File: src/skf_pkg.sv
// ----------------------------------------------------------------------------
// skf_pkg
// Shared constants for the scalar Kalman smoother: formats, register map,
// reset values and sequencer state codes.
// ----------------------------------------------------------------------------
package skf_pkg;

    localparam int DATA_W     = 32;
    localparam int FRAC_W     = 24;
    localparam int GAIN_W     = FRAC_W + 1;
    localparam int CNT_W      = $clog2(GAIN_W);
    localparam int ADDR_W     = 3;

    localparam logic [DATA_W-1:0] PROCESS_NOISE_RST = 32'd33554;
    localparam logic [DATA_W-1:0] MEASURE_NOISE_RST = 32'd335544;

    localparam logic REG_PROCESS_NOISE = 1'b0;
    localparam logic REG_MEASURE_NOISE = 1'b1;

    localparam logic [1:0] ST_IDLE = 2'd0;
    localparam logic [1:0] ST_DIV  = 2'd1;
    localparam logic [1:0] ST_MUL  = 2'd2;
    localparam logic [1:0] ST_FIN  = 2'd3;

endpackage

File: src/scalar_kalman_smoother_unit.sv
// ----------------------------------------------------------------------------
// scalar_kalman_smoother_unit
// One-dimensional Kalman filter, constant-state model. Restoring divider
// for the gain and two shift-add multipliers, one gain bit per cycle.
//
//   channel   dir  signals                              transfer when
//   in        in   in_valid, in_ready, sample           in_valid & in_ready
//   out       out  out_valid, out_ready, estimate       out_valid & out_ready
//   cfg       in   psel, penable, pwrite, paddr, pwdata psel & penable & pwrite
//
// Each item runs through accept, 25 divider steps, 25 multiplier steps and
// one update step; a new sample is accepted only in idle, after that update.
// Reset clears estimate and covariance and loads the noise defaults.
// A result waits in the output register; the update cycle of the next item
// stalls until that result is taken.
// ----------------------------------------------------------------------------
module scalar_kalman_smoother_unit
    import skf_pkg::*;
(
    input  logic                     clk,
    input  logic                     rst_n,
    input  logic                     psel,
    input  logic                     penable,
    input  logic                     pwrite,
    input  logic [ADDR_W-1:0]        paddr,
    input  logic [DATA_W-1:0]        pwdata,
    output logic [DATA_W-1:0]        prdata,
    output logic                     pready,
    input  logic                     in_valid,
    output logic                     in_ready,
    input  logic signed [DATA_W-1:0] sample,
    output logic                     out_valid,
    input  logic                     out_ready,
    output logic signed [DATA_W-1:0] estimate
);

    logic [DATA_W-1:0]        q_reg;
    logic [DATA_W-1:0]        r_reg;
    logic [1:0]               state_reg;
    logic [CNT_W-1:0]         cnt_reg;
    logic signed [DATA_W-1:0] est_reg;
    logic [DATA_W-1:0]        p_reg;
    logic                     out_valid_reg;

    logic [DATA_W-1:0]        pred_reg;
    logic [DATA_W:0]          den_reg;
    logic                     den_zero_reg;
    logic [DATA_W+1:0]        rem_reg;
    logic [GAIN_W-1:0]        quo_reg;
    logic signed [DATA_W:0]   innov_reg;

    logic [GAIN_W-1:0]        g1_reg;
    logic [GAIN_W-1:0]        g2_reg;
    logic signed [DATA_W+2:0] hi1_reg;
    logic [GAIN_W-1:0]        lo1_reg;
    logic [DATA_W:0]          hi2_reg;
    logic [GAIN_W-1:0]        lo2_reg;

    // covariance prediction and denominator
    logic [DATA_W:0]          pq_sum;
    logic [DATA_W-1:0]        pred_c;
    assign pq_sum = {1'b0, p_reg} + {1'b0, q_reg};
    assign pred_c = pq_sum[DATA_W] ? {DATA_W{1'b1}} : pq_sum[DATA_W-1:0];

    // divider step
    logic [DATA_W+2:0]        diff;
    logic                     qbit;
    logic [DATA_W+1:0]        rem_sel;
    logic [GAIN_W-1:0]        quo_next;
    logic [GAIN_W-1:0]        gain_fin;
    assign diff     = {1'b0, rem_reg} - {2'b00, den_reg};
    assign qbit     = ~diff[DATA_W+2];
    assign rem_sel  = qbit ? diff[DATA_W+1:0] : rem_reg;
    assign quo_next = {quo_reg[GAIN_W-2:0], qbit};
    assign gain_fin = den_zero_reg ? '0 : quo_next;

    // multiplier steps
    logic signed [DATA_W+3:0] sum1;
    logic [DATA_W+1:0]        sum2;
    assign sum1 = {hi1_reg[DATA_W+2], hi1_reg}
                + (g1_reg[0] ? {{3{innov_reg[DATA_W]}}, innov_reg} : '0);
    assign sum2 = {1'b0, hi2_reg} + (g2_reg[0] ? {2'b00, pred_reg} : '0);

    // final update
    logic signed [DATA_W+3:0] delta;
    logic signed [DATA_W+4:0] est_sum;
    logic signed [DATA_W-1:0] est_sat;
    assign delta   = {hi1_reg, lo1_reg[GAIN_W-1]}
                   + {{(DATA_W+3){1'b0}}, lo1_reg[GAIN_W-2]};
    assign est_sum = {{5{est_reg[DATA_W-1]}}, est_reg} + {delta[DATA_W+3], delta};

    always_comb
    begin
        if (!est_sum[DATA_W+4] && (est_sum[DATA_W+3:DATA_W-1] != '0))
            est_sat = {1'b0, {(DATA_W-1){1'b1}}};
        else if (est_sum[DATA_W+4] && (est_sum[DATA_W+3:DATA_W-1] != '1))
            est_sat = {1'b1, {(DATA_W-1){1'b0}}};
        else
            est_sat = est_sum[DATA_W-1:0];
    end

    logic cfg_wr;
    logic fin_go;
    assign cfg_wr  = psel & penable & pwrite;
    assign fin_go  = (state_reg == ST_FIN) && (!out_valid_reg || out_ready);

    assign pready    = 1'b1;
    assign prdata    = (paddr[2] == REG_MEASURE_NOISE) ? r_reg : q_reg;
    assign in_ready  = (state_reg == ST_IDLE);
    assign out_valid = out_valid_reg;
    assign estimate  = est_reg;

    always_ff @(posedge clk or negedge rst_n)
    begin
        if (!rst_n)
        begin
            q_reg         <= PROCESS_NOISE_RST;
            r_reg         <= MEASURE_NOISE_RST;
            state_reg     <= ST_IDLE;
            cnt_reg       <= '0;
            est_reg       <= '0;
            p_reg         <= '0;
            out_valid_reg <= 1'b0;
        end
        else
        begin
            if (cfg_wr)
            begin
                if (paddr[2] == REG_PROCESS_NOISE)
                    q_reg <= pwdata;
                else
                    r_reg <= pwdata;
            end

            if (out_valid_reg && out_ready && !fin_go)
                out_valid_reg <= 1'b0;

            case (state_reg)
                ST_IDLE:
                begin
                    if (in_valid)
                    begin
                        state_reg <= ST_DIV;
                        cnt_reg   <= '0;
                    end
                end
                ST_DIV:
                begin
                    if (cnt_reg == CNT_W'(GAIN_W - 1))
                    begin
                        state_reg <= ST_MUL;
                        cnt_reg   <= '0;
                    end
                    else
                        cnt_reg <= cnt_reg + 1'b1;
                end
                ST_MUL:
                begin
                    if (cnt_reg == CNT_W'(GAIN_W - 1))
                        state_reg <= ST_FIN;
                    else
                        cnt_reg <= cnt_reg + 1'b1;
                end
                ST_FIN:
                begin
                    if (fin_go)
                    begin
                        est_reg       <= est_sat;
                        p_reg         <= {hi2_reg[DATA_W-2:0], lo2_reg[GAIN_W-1]};
                        out_valid_reg <= 1'b1;
                        state_reg     <= ST_IDLE;
                    end
                end
                default:
                begin
                    state_reg <= ST_IDLE;
                end
            endcase
        end
    end

    // datapath, no reset
    always_ff @(posedge clk)
    begin
        case (state_reg)
            ST_IDLE:
            begin
                if (in_valid)
                begin
                    pred_reg     <= pred_c;
                    den_reg      <= {1'b0, pred_c} + {1'b0, r_reg};
                    den_zero_reg <= (pred_c == '0) && (r_reg == '0);
                    rem_reg      <= {2'b00, pred_c};
                    quo_reg      <= '0;
                    innov_reg    <= {sample[DATA_W-1], sample}
                                  - {est_reg[DATA_W-1], est_reg};
                end
            end
            ST_DIV:
            begin
                quo_reg <= quo_next;
                rem_reg <= {rem_sel[DATA_W:0], 1'b0};
                if (cnt_reg == CNT_W'(GAIN_W - 1))
                begin
                    g1_reg  <= gain_fin;
                    g2_reg  <= GAIN_W'(1 << FRAC_W) - gain_fin;
                    hi1_reg <= '0;
                    hi2_reg <= '0;
                    lo1_reg <= '0;
                    lo2_reg <= '0;
                end
            end
            ST_MUL:
            begin
                g1_reg  <= g1_reg >> 1;
                g2_reg  <= g2_reg >> 1;
                hi1_reg <= sum1[DATA_W+3:1];
                lo1_reg <= {sum1[0], lo1_reg[GAIN_W-1:1]};
                hi2_reg <= sum2[DATA_W+1:1];
                lo2_reg <= {sum2[0], lo2_reg[GAIN_W-1:1]};
            end
            default:
            begin
            end
        endcase
    end

endmodule

File: config.mk
export PLATFORM = sky130hd
export DESIGN_NAME = scalar_kalman_smoother_unit
export DESIGN_NICKNAME = d
export VERILOG_FILES = /design/src/skf_pkg.sv /design/src/scalar_kalman_smoother_unit.sv
export SDC_FILE = /design/constraint.sdc
export NUM_CORES = 1
export LEC_CHECK = 0
export ABC_CLOCK_PERIOD_IN_PS = 11160
export BUFFER_PORTS_ARGS = -buffer_cell sky130_fd_sc_hd__buf_2
export CORE_MARGIN = 2
export CORE_UTILIZATION = 55
export CTS_BUF_LIST = sky130_fd_sc_hd__clkbuf_2 sky130_fd_sc_hd__clkbuf_4 sky130_fd_sc_hd__clkbuf_8
export DETAILED_ROUTE_END_ITERATION = 16
export GPL_ROUTABILITY_DRIVEN = 0
export PLACE_DENSITY = 0.77
export SYNTH_ARGS = -nofsm -noshare
export SYNTH_HDL_FRONTEND = slang
export SYNTH_SLANG_ARGS = --single-unit
File: constraint.sdc
create_clock -name clk -period 11.16 [get_ports clk]
set_input_delay 3.348 -clock clk [delete_from_list [all_inputs] [get_ports clk]]
set_output_delay 3.348 -clock clk [all_outputs]
set_load 0.03 [all_outputs]
==> results of run 1 <==
-- cells in the mapped netlist, types with 51 or more instances --
| cell | count | area (um2) |
|---|---|---|
| clkbuf_1 | 65 | 244 |
| and2_1 | 103 | 644 |
| xor2_1 | 92 | 806 |
| nor2_1 | 216 | 811 |
| ha_1 | 242 | 3030 |
| nand2b_1 | 51 | 319 |
| nand2_1 | 239 | 897 |
| xnor2_1 | 144 | 1260 |
| a21oi_1 | 202 | 1010 |
| mux2_2 | 136 | 1530 |
| inv_1 | 144 | 541 |
| dfrtp_1 | 121 | 3030 |
| edfxtp_1 | 278 | 8350 |
| a21o_1 | 101 | 758 |
| o21ai_0 | 183 | 916 |
| nand3_1 | 86 | 430 |
| nor3_1 | 58 | 290 |
-- how the worst max path moves through the flow --
stage / from / end / slack (ns)
6_report: paddr[2] / prdata[2] / 3.18
5_1_grt: paddr[2] / prdata[2] / 3.14
4_1_cts: paddr[2] / prdata[2] / 3.20
3_5_place_dp: paddr[2] / prdata[1] / 3.21
3_3_place_gp: paddr[2] / prdata[2] / 3.22
2_1_floorplan: state_reg[0] / g1_reg[0] / 0.65
-- final cells by class --
cell class,instances,area (um2)
Inverter,144,541
Sequential cell,414,11800
Timing Repair Buffer,156,835
Fill cell,4190,19700
Clock inverter,26,219
Multi-Input combinational cell,2298,16200
Antenna cell,2,5.00
Clock buffer,111,1430
Tap cell,680,851
-- kinds of logic after synthesis --
kind of cell / count (synthesis) / synth area share (%)
adder cells (fa/ha/maj): 249 / 11.0
XOR/XNOR: 236 / 7.18
other: 1 / 0.0130
multiplexers: 145 / 5.63
AO/OA/AOI/OAI: 756 / 16.8
AND/OR/NAND/NOR: 911 / 15.5
flip-flops: 414 / 40.9
buffers and inverters: 226 / 2.99
-- metrics by stage --
| stage | cell area, um2 | instances |
|---|---|---|
| 5_1_grt | 31800 | 3829 |
| 4_1_cts | 31800 | 3829 |
| 3_3_place_gp | 30200 | 3692 |
| 3_5_place_dp | 30200 | 3692 |
| 6_report | 31800 | 3831 |
| 2_1_floorplan | 28800 | 2938 |
-- layer usage --
metal	track usage [%]	routed length [um]	vias up
li1	-	-	11077
met1	36.5	31800	11291
met2	45.3	34400	876
met3	4.57	5280	178
met4	9.97	2370	2
met5	0	17	-
==> summary.md, run 1 <==
| Metric | Value |
|---|---|
| Status | finished clean |
| Vias in the first global route | 23.0k |
| Setup CP Type | input port to output pin |
| Die height | roughly 230 um |
| Finished Core Util | about three fifths |
| Global route overflow | 0 |
| I/O Buffers | 137 |
| Vias per cell | 6.11 |
| FP Rows | 83 |
| Worst-Margin Slew | 1.20 ns |
| Largest net degree at the start of global routing | 96 |
| Dpl ws | 3.21 ns |
| Routed WL | approximately 74,000 um |
| Cts hold-fix bufs | 0 |
| Slew headroom | 19.6% |
| Final WS setup | 3.18 ns |
| Commonest non-fill, non-tap cells in the layout | edfxtp_1 (278), ha_1 (240), nand2_1 (238), nor2_1 (216), a21oi_1 (202) |
| Avg Cell Area, Syn | around 9.8 um2 |
| Register-to-Register Path Depth | 23 |
| P&R area growth vs syn | 10.6% |
| Slowest CP cell | buf_2 |
| Setup_tns | 0 ns |
| Gr usage total | 27.5% |
| Yosys warns | 0 |
| Mapped Nets | 3,261 |
| Max reg flops | 35 |
| EDFF count, synth | 278 |
| Final setup viols | 0 |
| Top FF cell, synth | edfxtp_1 |
| Clk sinks | 414 |
| Worst R2R Setup Slack | roughly 4.3 ns |
| Critical-path cell list | buf_2 -> mux2_2 -> buf_2 |
| Commonest non-fill, non-tap cell in the layout | edfxtp_1 |
| Post-route DRC | 0 |
| CTS tree | done |
| Die width | 233 um |
| Min Tclk post-route | about 8.0 ns |
| CP max stage delay | 0.64 ns |
| Asr flop ratio synth | around 33% |
| Share of layout cells above drive strength 1 | 14.7% |
| H-tree depth | 3 |
| R2r startpoint | q_reg[0] |
| Crit-path leading delay family | buffers and inverters |
| Final #Nets | 3,411 |
| Core Region | between 50,000 and 60,000 um2 |
| Iteration-0 DRC Markers | between 1.5k and 2k |
| Crit path buffers/inverters | 2 |
| Crit path launch type | input port |
| Slew Limit Fails | 0 |
| Hpwl dp | 53,400 um |
| CP Data Required Time | slightly below 8 ns |
| RSZ-0062 raised after global routing | no |
| Max Cap Viol | 0 |
| Via count | between 20k and 25k |
| Setup Skew | 0.0447 ns |
| Fin. Hold Viols | 0 |
| Global-route wire length before repair | 119,000 um |
| Most used cell along the critical path | buf_2 |
| Wirelength per Cell | 19.3 um |
| CP Depth | 3 |
| Post-synthesis cell area | 28,800 um2 |
| Worst hold stages | 1 |
| Clock transition at path regs | 0.06 ns |
| Beginning of the worst hold path | lo2_reg[24] |
| Sequential share of the synthesized area | ~41% |
| Hold WS | around 0.48 ns |
| Capturing point of the worst reg2reg path | den_reg[29] |
| DRT Pass-1 Iters | 5 |
| HP Class | flip-flop to flip-flop |
| Setup Fix Bufs, Post-CTS | 0 |
| CP arrival | 4.63 ns |
| Crit share post-route | 71.5% |
| Root Buffer | clkbuf_8 |
| Yosys cell types | 83 |
| Worst Setup End Kind | output pin |
| Die area | 54,200 um2 |
| Skew-Pair Late Insertion Delay | about 0.67 ns |
| Fmax | 0.125 GHz |
| Num CTS Buffers | 74 |
| Endpoint, Worst Hold | p_reg[0] |
| Num ports | about 140 |
| Number of cells upsized or downsized after cts | 0 |
| CP max FO | 34 |
| Initial Util | 55.9% |
| Bufs on Longest Clock Path | 3 |
| Synth Instances | about 3k |
| Initial antenna violation count | 2 |
| Synthesis-stage register bit count | 414 |
| Remaining antenna violation count after routing | 0 |
Power of run 1 is not shown: default switching activity piles up to over one toggle a cycle in this logic, so the estimate is an artifact.
==> run 2: changes to the inputs <==
Settings changed: ABC_CLOCK_PERIOD_IN_PS 11160 to 8200, PLACE_DENSITY 0.77 to 0.74.
Clock period 11.16 ns to 8.2 ns, I/O delays scaled along.
==> run 2 against run 1 <==
Against the previous run: sequential share of layout area is essentially flat; cell area barely moved; critical path depth rose by 19; die area stayed put; final cell count about the same; global-route usage down 0.29 points; via count down 1.0%; worst hold slack worse by 0.0090 ns; wire length shrank 0.99%; core utilization down 0.058 points; critical endpoint is now den_reg[30].
==> summary.md, run 2 (synthesis gave the netlist of run 1 again) <==
| Metric | Value |
|---|---|
| Total length of routed met3 wires | 4170 um (-21%) |
| Final setup viols | 0 (unchanged) |
| Post-route DRC | 0 (unchanged) |
| Non-Filler Instances | 3,832 (+0.026%) |
| Initial Util | 55.9% (unchanged) |
| Hold WS | 0.470 ns (-0.00904 ns) |
| Setup Fix Bufs, Post-CTS | 0 (unchanged) |
| Status | finished clean |
| Wirelength per Cell | 19.1 um (-1.0%) |
| Crit share post-route | 83.2% |
| Core Region | 51,500 um2 (unchanged) |
| Routed WL | 73,200 um (-0.99%) |
| Register area | 11,800 um2 (unchanged) |
| Worst R2R Setup Slack | 1.38 ns (-2.96 ns) |
| Max Cap Viol | 0 (unchanged) |
| Die height | 233 um (unchanged) |
| Global route overflow | 0 (unchanged) |
| Gr usage total | 27.2% (-0.29 points) |
| Worst-Margin Slew | 1.23 ns (+0.0281 ns) |
| Commonest non-fill, non-tap cells in the layout | edfxtp_1 (278), ha_1 (240), nand2_1 (238), nor2_1 (216), a21oi_1 (202) |
| Fin. Hold Viols | 0 (unchanged) |
| I/O Buffers | 137 (unchanged) |
| Largest net degree at the start of global routing | 90 (-6.3%) |
| Iteration-0 DRC Markers | 1,834 (-5.7%) |
| Bufs on Longest Clock Path | 3 (unchanged) |
| Num CTS Buffers | 75 (+1.4%) |
| Register-to-Register Path Depth | 22 (-4.3%) |
| N_diodes | 0 (-2) |
| CP arrival | 7.24 ns (+2.61 ns) |
| R2r startpoint | q_reg[0] |
| Setup_tns | 0 ns (unchanged) |
| Slew Limit Fails | 0 (unchanged) |
| Fmax | 0.147 GHz |
| P&R area growth vs syn | 10.5% (about the same) |
| Die width | 233 um (unchanged) |
| Worst Setup End Kind | flip-flop |
| Vias per cell | 6.05 (-1.1%) |
| Num ports | 141 (unchanged) |
| Initial antenna violation count | 0 (-2) |
| Root Buffer | clkbuf_8 |
| Multi-input logic area | 16,200 um2 (about the same) |
| FP Rows | 83 (unchanged) |
| Endpoint, Worst Hold | p_reg[0] |
| Share of layout cells above drive strength 1 | 14.8% (+0.11 points) |
| Final #Nets | 3,412 (+0.029%) |
| Fillers | 4,220 (+0.72%) |
| RSZ-0062 raised after global routing | no |
| Vias in the first global route | 23.2k (+0.92%) |
| Max reg flops | 35 (unchanged) |
| Commonest non-fill, non-tap cell in the layout | edfxtp_1 |
| DRT Pass-1 Iters | 5 (unchanged) |
| Beginning of the worst hold path | lo2_reg[24] |
| Setup Skew | 0.0423 ns (-0.00238 ns) |
| Global-route wire length before repair | 118,000 um (-0.88%) |
| Slew headroom | 17.7% (-1.9 points) |
| Dpl cells | 3,692 (unchanged) |
| Hpwl dp | 53,900 um (+0.82%) |
| Met2 wire len | 34,100 um (-1.0%) |
| Via count | 23.2k (-1.0%) |
| HP Class | flip-flop to flip-flop |
| Remaining antenna violation count after routing | 0 (unchanged) |
| CP Data Required Time | 8.62 ns (+0.81 ns) |
| Met1 Routed Length | 32,400 um (+1.7%) |
| Number of cells upsized or downsized after cts | 0 (unchanged) |
| H-tree depth | 3 (unchanged) |
| Setup CP Type | flip-flop to flip-flop |
| CP max FO | 15 (-56%) |
| Skew-Pair Late Insertion Delay | 0.70 ns (+0.03 ns) |
| Worst hold stages | 1 (unchanged) |
| Min Tclk post-route | 6.82 ns |
| Die area | 54,200 um2 (unchanged) |
| Clk sinks | 414 (unchanged) |
| Crit path launch type | flip-flop |
| Capturing point of the worst reg2reg path | den_reg[30] |
| Top sig layer | met4 |
| Cts hold-fix bufs | 0 (unchanged) |
| Clock transition at path regs | 0.07 ns (about the same) |
| CTS tree | done |
==> run 2: changes by cell type in the layout (fill, tap and decap cells not counted), moves of 2 or more <==
| cell | before | now |
|---|---|---|
| clkbuf_4 | 16 | 30 |
| clkbuf_8 | 95 | 87 |
| clkinvlp_4 | 2 | 0 |
| bufinv_16 | 3 | 1 |
| inv_8 | 0 | 4 |
| clkinv_2 | 14 | 10 |
| diode_2 | 2 | 0 |
==> run 2: area by class of cell <==
class	count	share of cell area, %
clock buffers	117	4.47
clock inverters	23	0.590
inverters	144	1.70
multi-input cells	2298	50.9
flip-flops and latches	414	37.0
well taps	680	2.68
repair buffers	156	2.62
==> run 2: routing by layer <==
| layer | up-vias | global-route usage, % |
|---|---|---|
| li1 | 11063 | - |
| met1 | 11152 | 36.0 |
| met2 | 804 | 45.1 |
| met3 | 160 | 3.44 |
| met4 | 0 | 11.5 |
| met5 | - | 0 |
==> run 2: critical path, cell delays in order, from the launching register on <==
cell and delay [ns]:
dfrtp_1 0.41, ha_1 0.25, fa_1 0.43, a211oi_1 0.36, o21a_1 0.23, o2111ai_1 0.15, a31oi_1 0.28, a21oi_1 0.31
a41oi_1 0.50, o21a_1 0.50, buf_4 0.28, nand2_1 0.13, ha_1 0.36, nand2_1 0.12, or3b_2 0.45, o311a_1 0.17
o221ai_1 0.30, a41oi_1 0.19, nor2_1 0.33, o211ai_1 0.19, a31oi_1 0.27, a31oi_1 0.17, xnor2_1 0.14
==> run 2: metrics by stage <==
stage	instance area [um2]	setup WS, ns	util (%)
4_1_cts	31800	1.47	61.7
3_5_place_dp	30200	1.52	58.6
3_3_place_gp	30200	1.64	58.6
5_1_grt	31800	0.878	61.7
2_1_floorplan	28800	0.967	-
6_report	31800	1.38	61.7
==> run 2: worst max path at each step <==
stage,from,endpoint,slack [ns],cells past startpoint
detailed placement,q_reg[0],den_reg[30],1.52,22
CTS,q_reg[0],den_reg[30],1.47,22
floorplan,state_reg[0],g1_reg[0],0.97,6
finish,q_reg[0],den_reg[30],1.38,22
global placement,q_reg[0],den_reg[30],1.64,22
global route,q_reg[0],den_reg[30],0.88,22
Power of run 2 is left out for the same reason.
==> run 3: changes to the inputs <==
Settings changed: ABC_CLOCK_PERIOD_IN_PS 8200 to 6900.
Clock period 8.2 ns to 6.9 ns, I/O delays scaled along.
==> run 3 against run 2 <==
Against the previous run: maximum frequency up 6.1%; critical path depth up 3; die area is the same; global-route usage decreased by 0.16 points; via count hardly changed; first-iteration DRC count shrank 0.98%; sequential share of layout area hardly changed; highest routed layer unchanged.
==> summary.md, run 3 (synthesis gave the netlist of run 1 again) <==
| Metric | Value |
|---|---|
| Status | finished clean |
| Remaining antenna violation count after routing | 0 (unchanged) |
| Final #Nets | 3,412 (unchanged) |
| Register-to-Register Path Depth | 25 (+14%) |
| Max reg flops | 35 (unchanged) |
| Via count | 23.2k (-0.069%) |
| Initial antenna violation count | 0 (unchanged) |
| Finished Core Util | 61.7% (about the same) |
| Max Cap Viol | 0 (unchanged) |
| Vias per cell | 6.05 (about the same) |
| I/O Buffers | 137 (unchanged) |
| Core Region | 51,500 um2 (unchanged) |
| Initial Util | 55.9% (unchanged) |
| Routed WL | 73,000 um (-0.25%) |
| Setup CP Type | flip-flop to flip-flop |
| DRT Pass-1 Iters | 5 (unchanged) |
| Setup Skew | 0.0359 ns (-0.00638 ns) |
| Skew-Pair Late Insertion Delay | 0.68 ns (-0.02 ns) |
| Die height | 233 um (unchanged) |
| Crit share post-route | 93.2% (+10 points) |
| Number of cells upsized or downsized after cts | 0 (unchanged) |
| CP arrival | 6.83 ns (-0.41 ns) |
| Hpwl dp | 52,900 um (-1.8%) |
| Cts hold-fix bufs | 0 (unchanged) |
| Setup_tns | 0 ns (unchanged) |
| Global route overflow | 0 (unchanged) |
| Num ports | 141 (unchanged) |
| Gr usage total | 27.1% (-0.16 points) |
| H-tree depth | 3 (unchanged) |
| P&R area growth vs syn | 10.4% (about the same) |
| Commonest non-fill, non-tap cell in the layout | edfxtp_1 |
| HP Class | flip-flop to flip-flop |
| Bufs on Longest Clock Path | 3 (unchanged) |
| Die area | 54,200 um2 (unchanged) |
| Clk sinks | 414 (unchanged) |
| Wirelength per Cell | 19.1 um (-0.20%) |
| Largest net degree at the start of global routing | 93 (+3.3%) |
| Share of layout cells above drive strength 1 | 14.7% (-0.054 points) |
| Clock transition at path regs | 0.06 ns (about the same) |
| Num CTS Buffers | 74 (-1.3%) |
| Slew headroom | 14.6% (-3.1 points) |
| Worst Setup End Kind | flip-flop |
| Crit path launch type | flip-flop |
| Worst-Margin Slew | 1.28 ns (+0.0538 ns) |
| RSZ-0062 raised after global routing | no |
| Commonest non-fill, non-tap cells in the layout | edfxtp_1 (278), ha_1 (240), nand2_1 (238), nor2_1 (216), a21oi_1 (202) |
| Post-route DRC | 0 (unchanged) |
| FP Rows | 83 (unchanged) |
| Fin. Hold Viols | 0 (unchanged) |
| Global-route wire length before repair | 117,000 um (-0.92%) |
| Root Buffer | clkbuf_8 |
| Iteration-0 DRC Markers | 1,816 (-0.98%) |
| CP Data Required Time | 7.30 ns (-1.32 ns) |
| Worst hold stages | 1 (unchanged) |
| CP max FO | 9 (-6) |
| Final setup viols | 0 (unchanged) |
| Slew Limit Fails | 0 (unchanged) |
| Setup Fix Bufs, Post-CTS | 0 (unchanged) |
| Die width | 233 um (unchanged) |
| N_diodes | 0 (unchanged) |
| Min Tclk post-route | 6.43 ns (-0.394 ns) |
| Fmax | 0.156 GHz (+6.1%) |
| CTS tree | done |
| Vias in the first global route | 22.7k (-2.4%) |
==> run 3: final timing paths <==
| kind | startpoint | to | slack, ns |
|---|---|---|---|
| min in group asynchronous | rst_n | p_reg[19] | 1.43 |
| max in group asynchronous | rst_n | estimate[30] | 4.13 |
| hold / removal | lo2_reg[24] | p_reg[0] | 0.48 |
| hold reg to reg | lo2_reg[24] | p_reg[0] | 0.48 |
| setup reg to reg | q_reg[0] | den_reg[30] | 0.47 |
| setup / recovery | q_reg[0] | den_reg[30] | 0.47 |
==> run 3: worst max-delay path: stages (launching register included) <==
cell	delay [ns]
dfrtp_1	0.38
ha_1	0.22
fa_1	0.25
a211oi_1	0.12
o21a_1	0.23
o2111ai_1	0.20
a31oi_1	0.15
a21oi_1	0.65
a41oi_2	0.32
o21a_1	0.26
buf_4	0.16
nand2b_1	0.11
ha_1	0.21
inv_1	0.06
fa_1	0.40
nor2b_1	0.13
o21a_1	0.13
o21ai_0	0.11
o311a_1	0.42
o221ai_1	0.29
a41oi_1	0.20
nor2_1	0.38
o211ai_1	0.21
a31oi_1	0.28
a31oi_1	0.16
xnor2_1	0.14
==> run 3: final cells by class <==
| class | count | area (um2) |
|---|---|---|
| Fill cell | 4218 | 19700 |
| Multi-Input combinational cell | 2298 | 16200 |
| Clock buffer | 114 | 1400 |
| Tap cell | 680 | 851 |
| Inverter | 144 | 541 |
| Sequential cell | 414 | 11800 |
| Timing Repair Buffer | 157 | 842 |
| Clock inverter | 23 | 176 |
==> run 3: metal layers <==
layer | routed length, um | GRT usage [%] | up-vias
met5 | 0 | 0 | -
met4 | 3120 | 12.8 | 0
met3 | 4660 | 3.71 | 172
met2 | 33100 | 43.5 | 818
met1 | 32100 | 36.2 | 11114
li1 | - | - | 11059
==> run 3: per-stage QoR <==
step           std cells  worst slack (ns)  hold slack [ns]  instance area, um2
3_3_place_gp        3693             0.618            0.462               30200
2_1_floorplan       2938              1.19            0.443               28800
4_1_cts             3830             0.532            0.478               31800
6_report            3830             0.470            0.478               31800
5_1_grt             3830            0.0930            0.489               31800
3_5_place_dp        3693             0.571            0.479               30200
Power of run 3 is left out for the same reason.
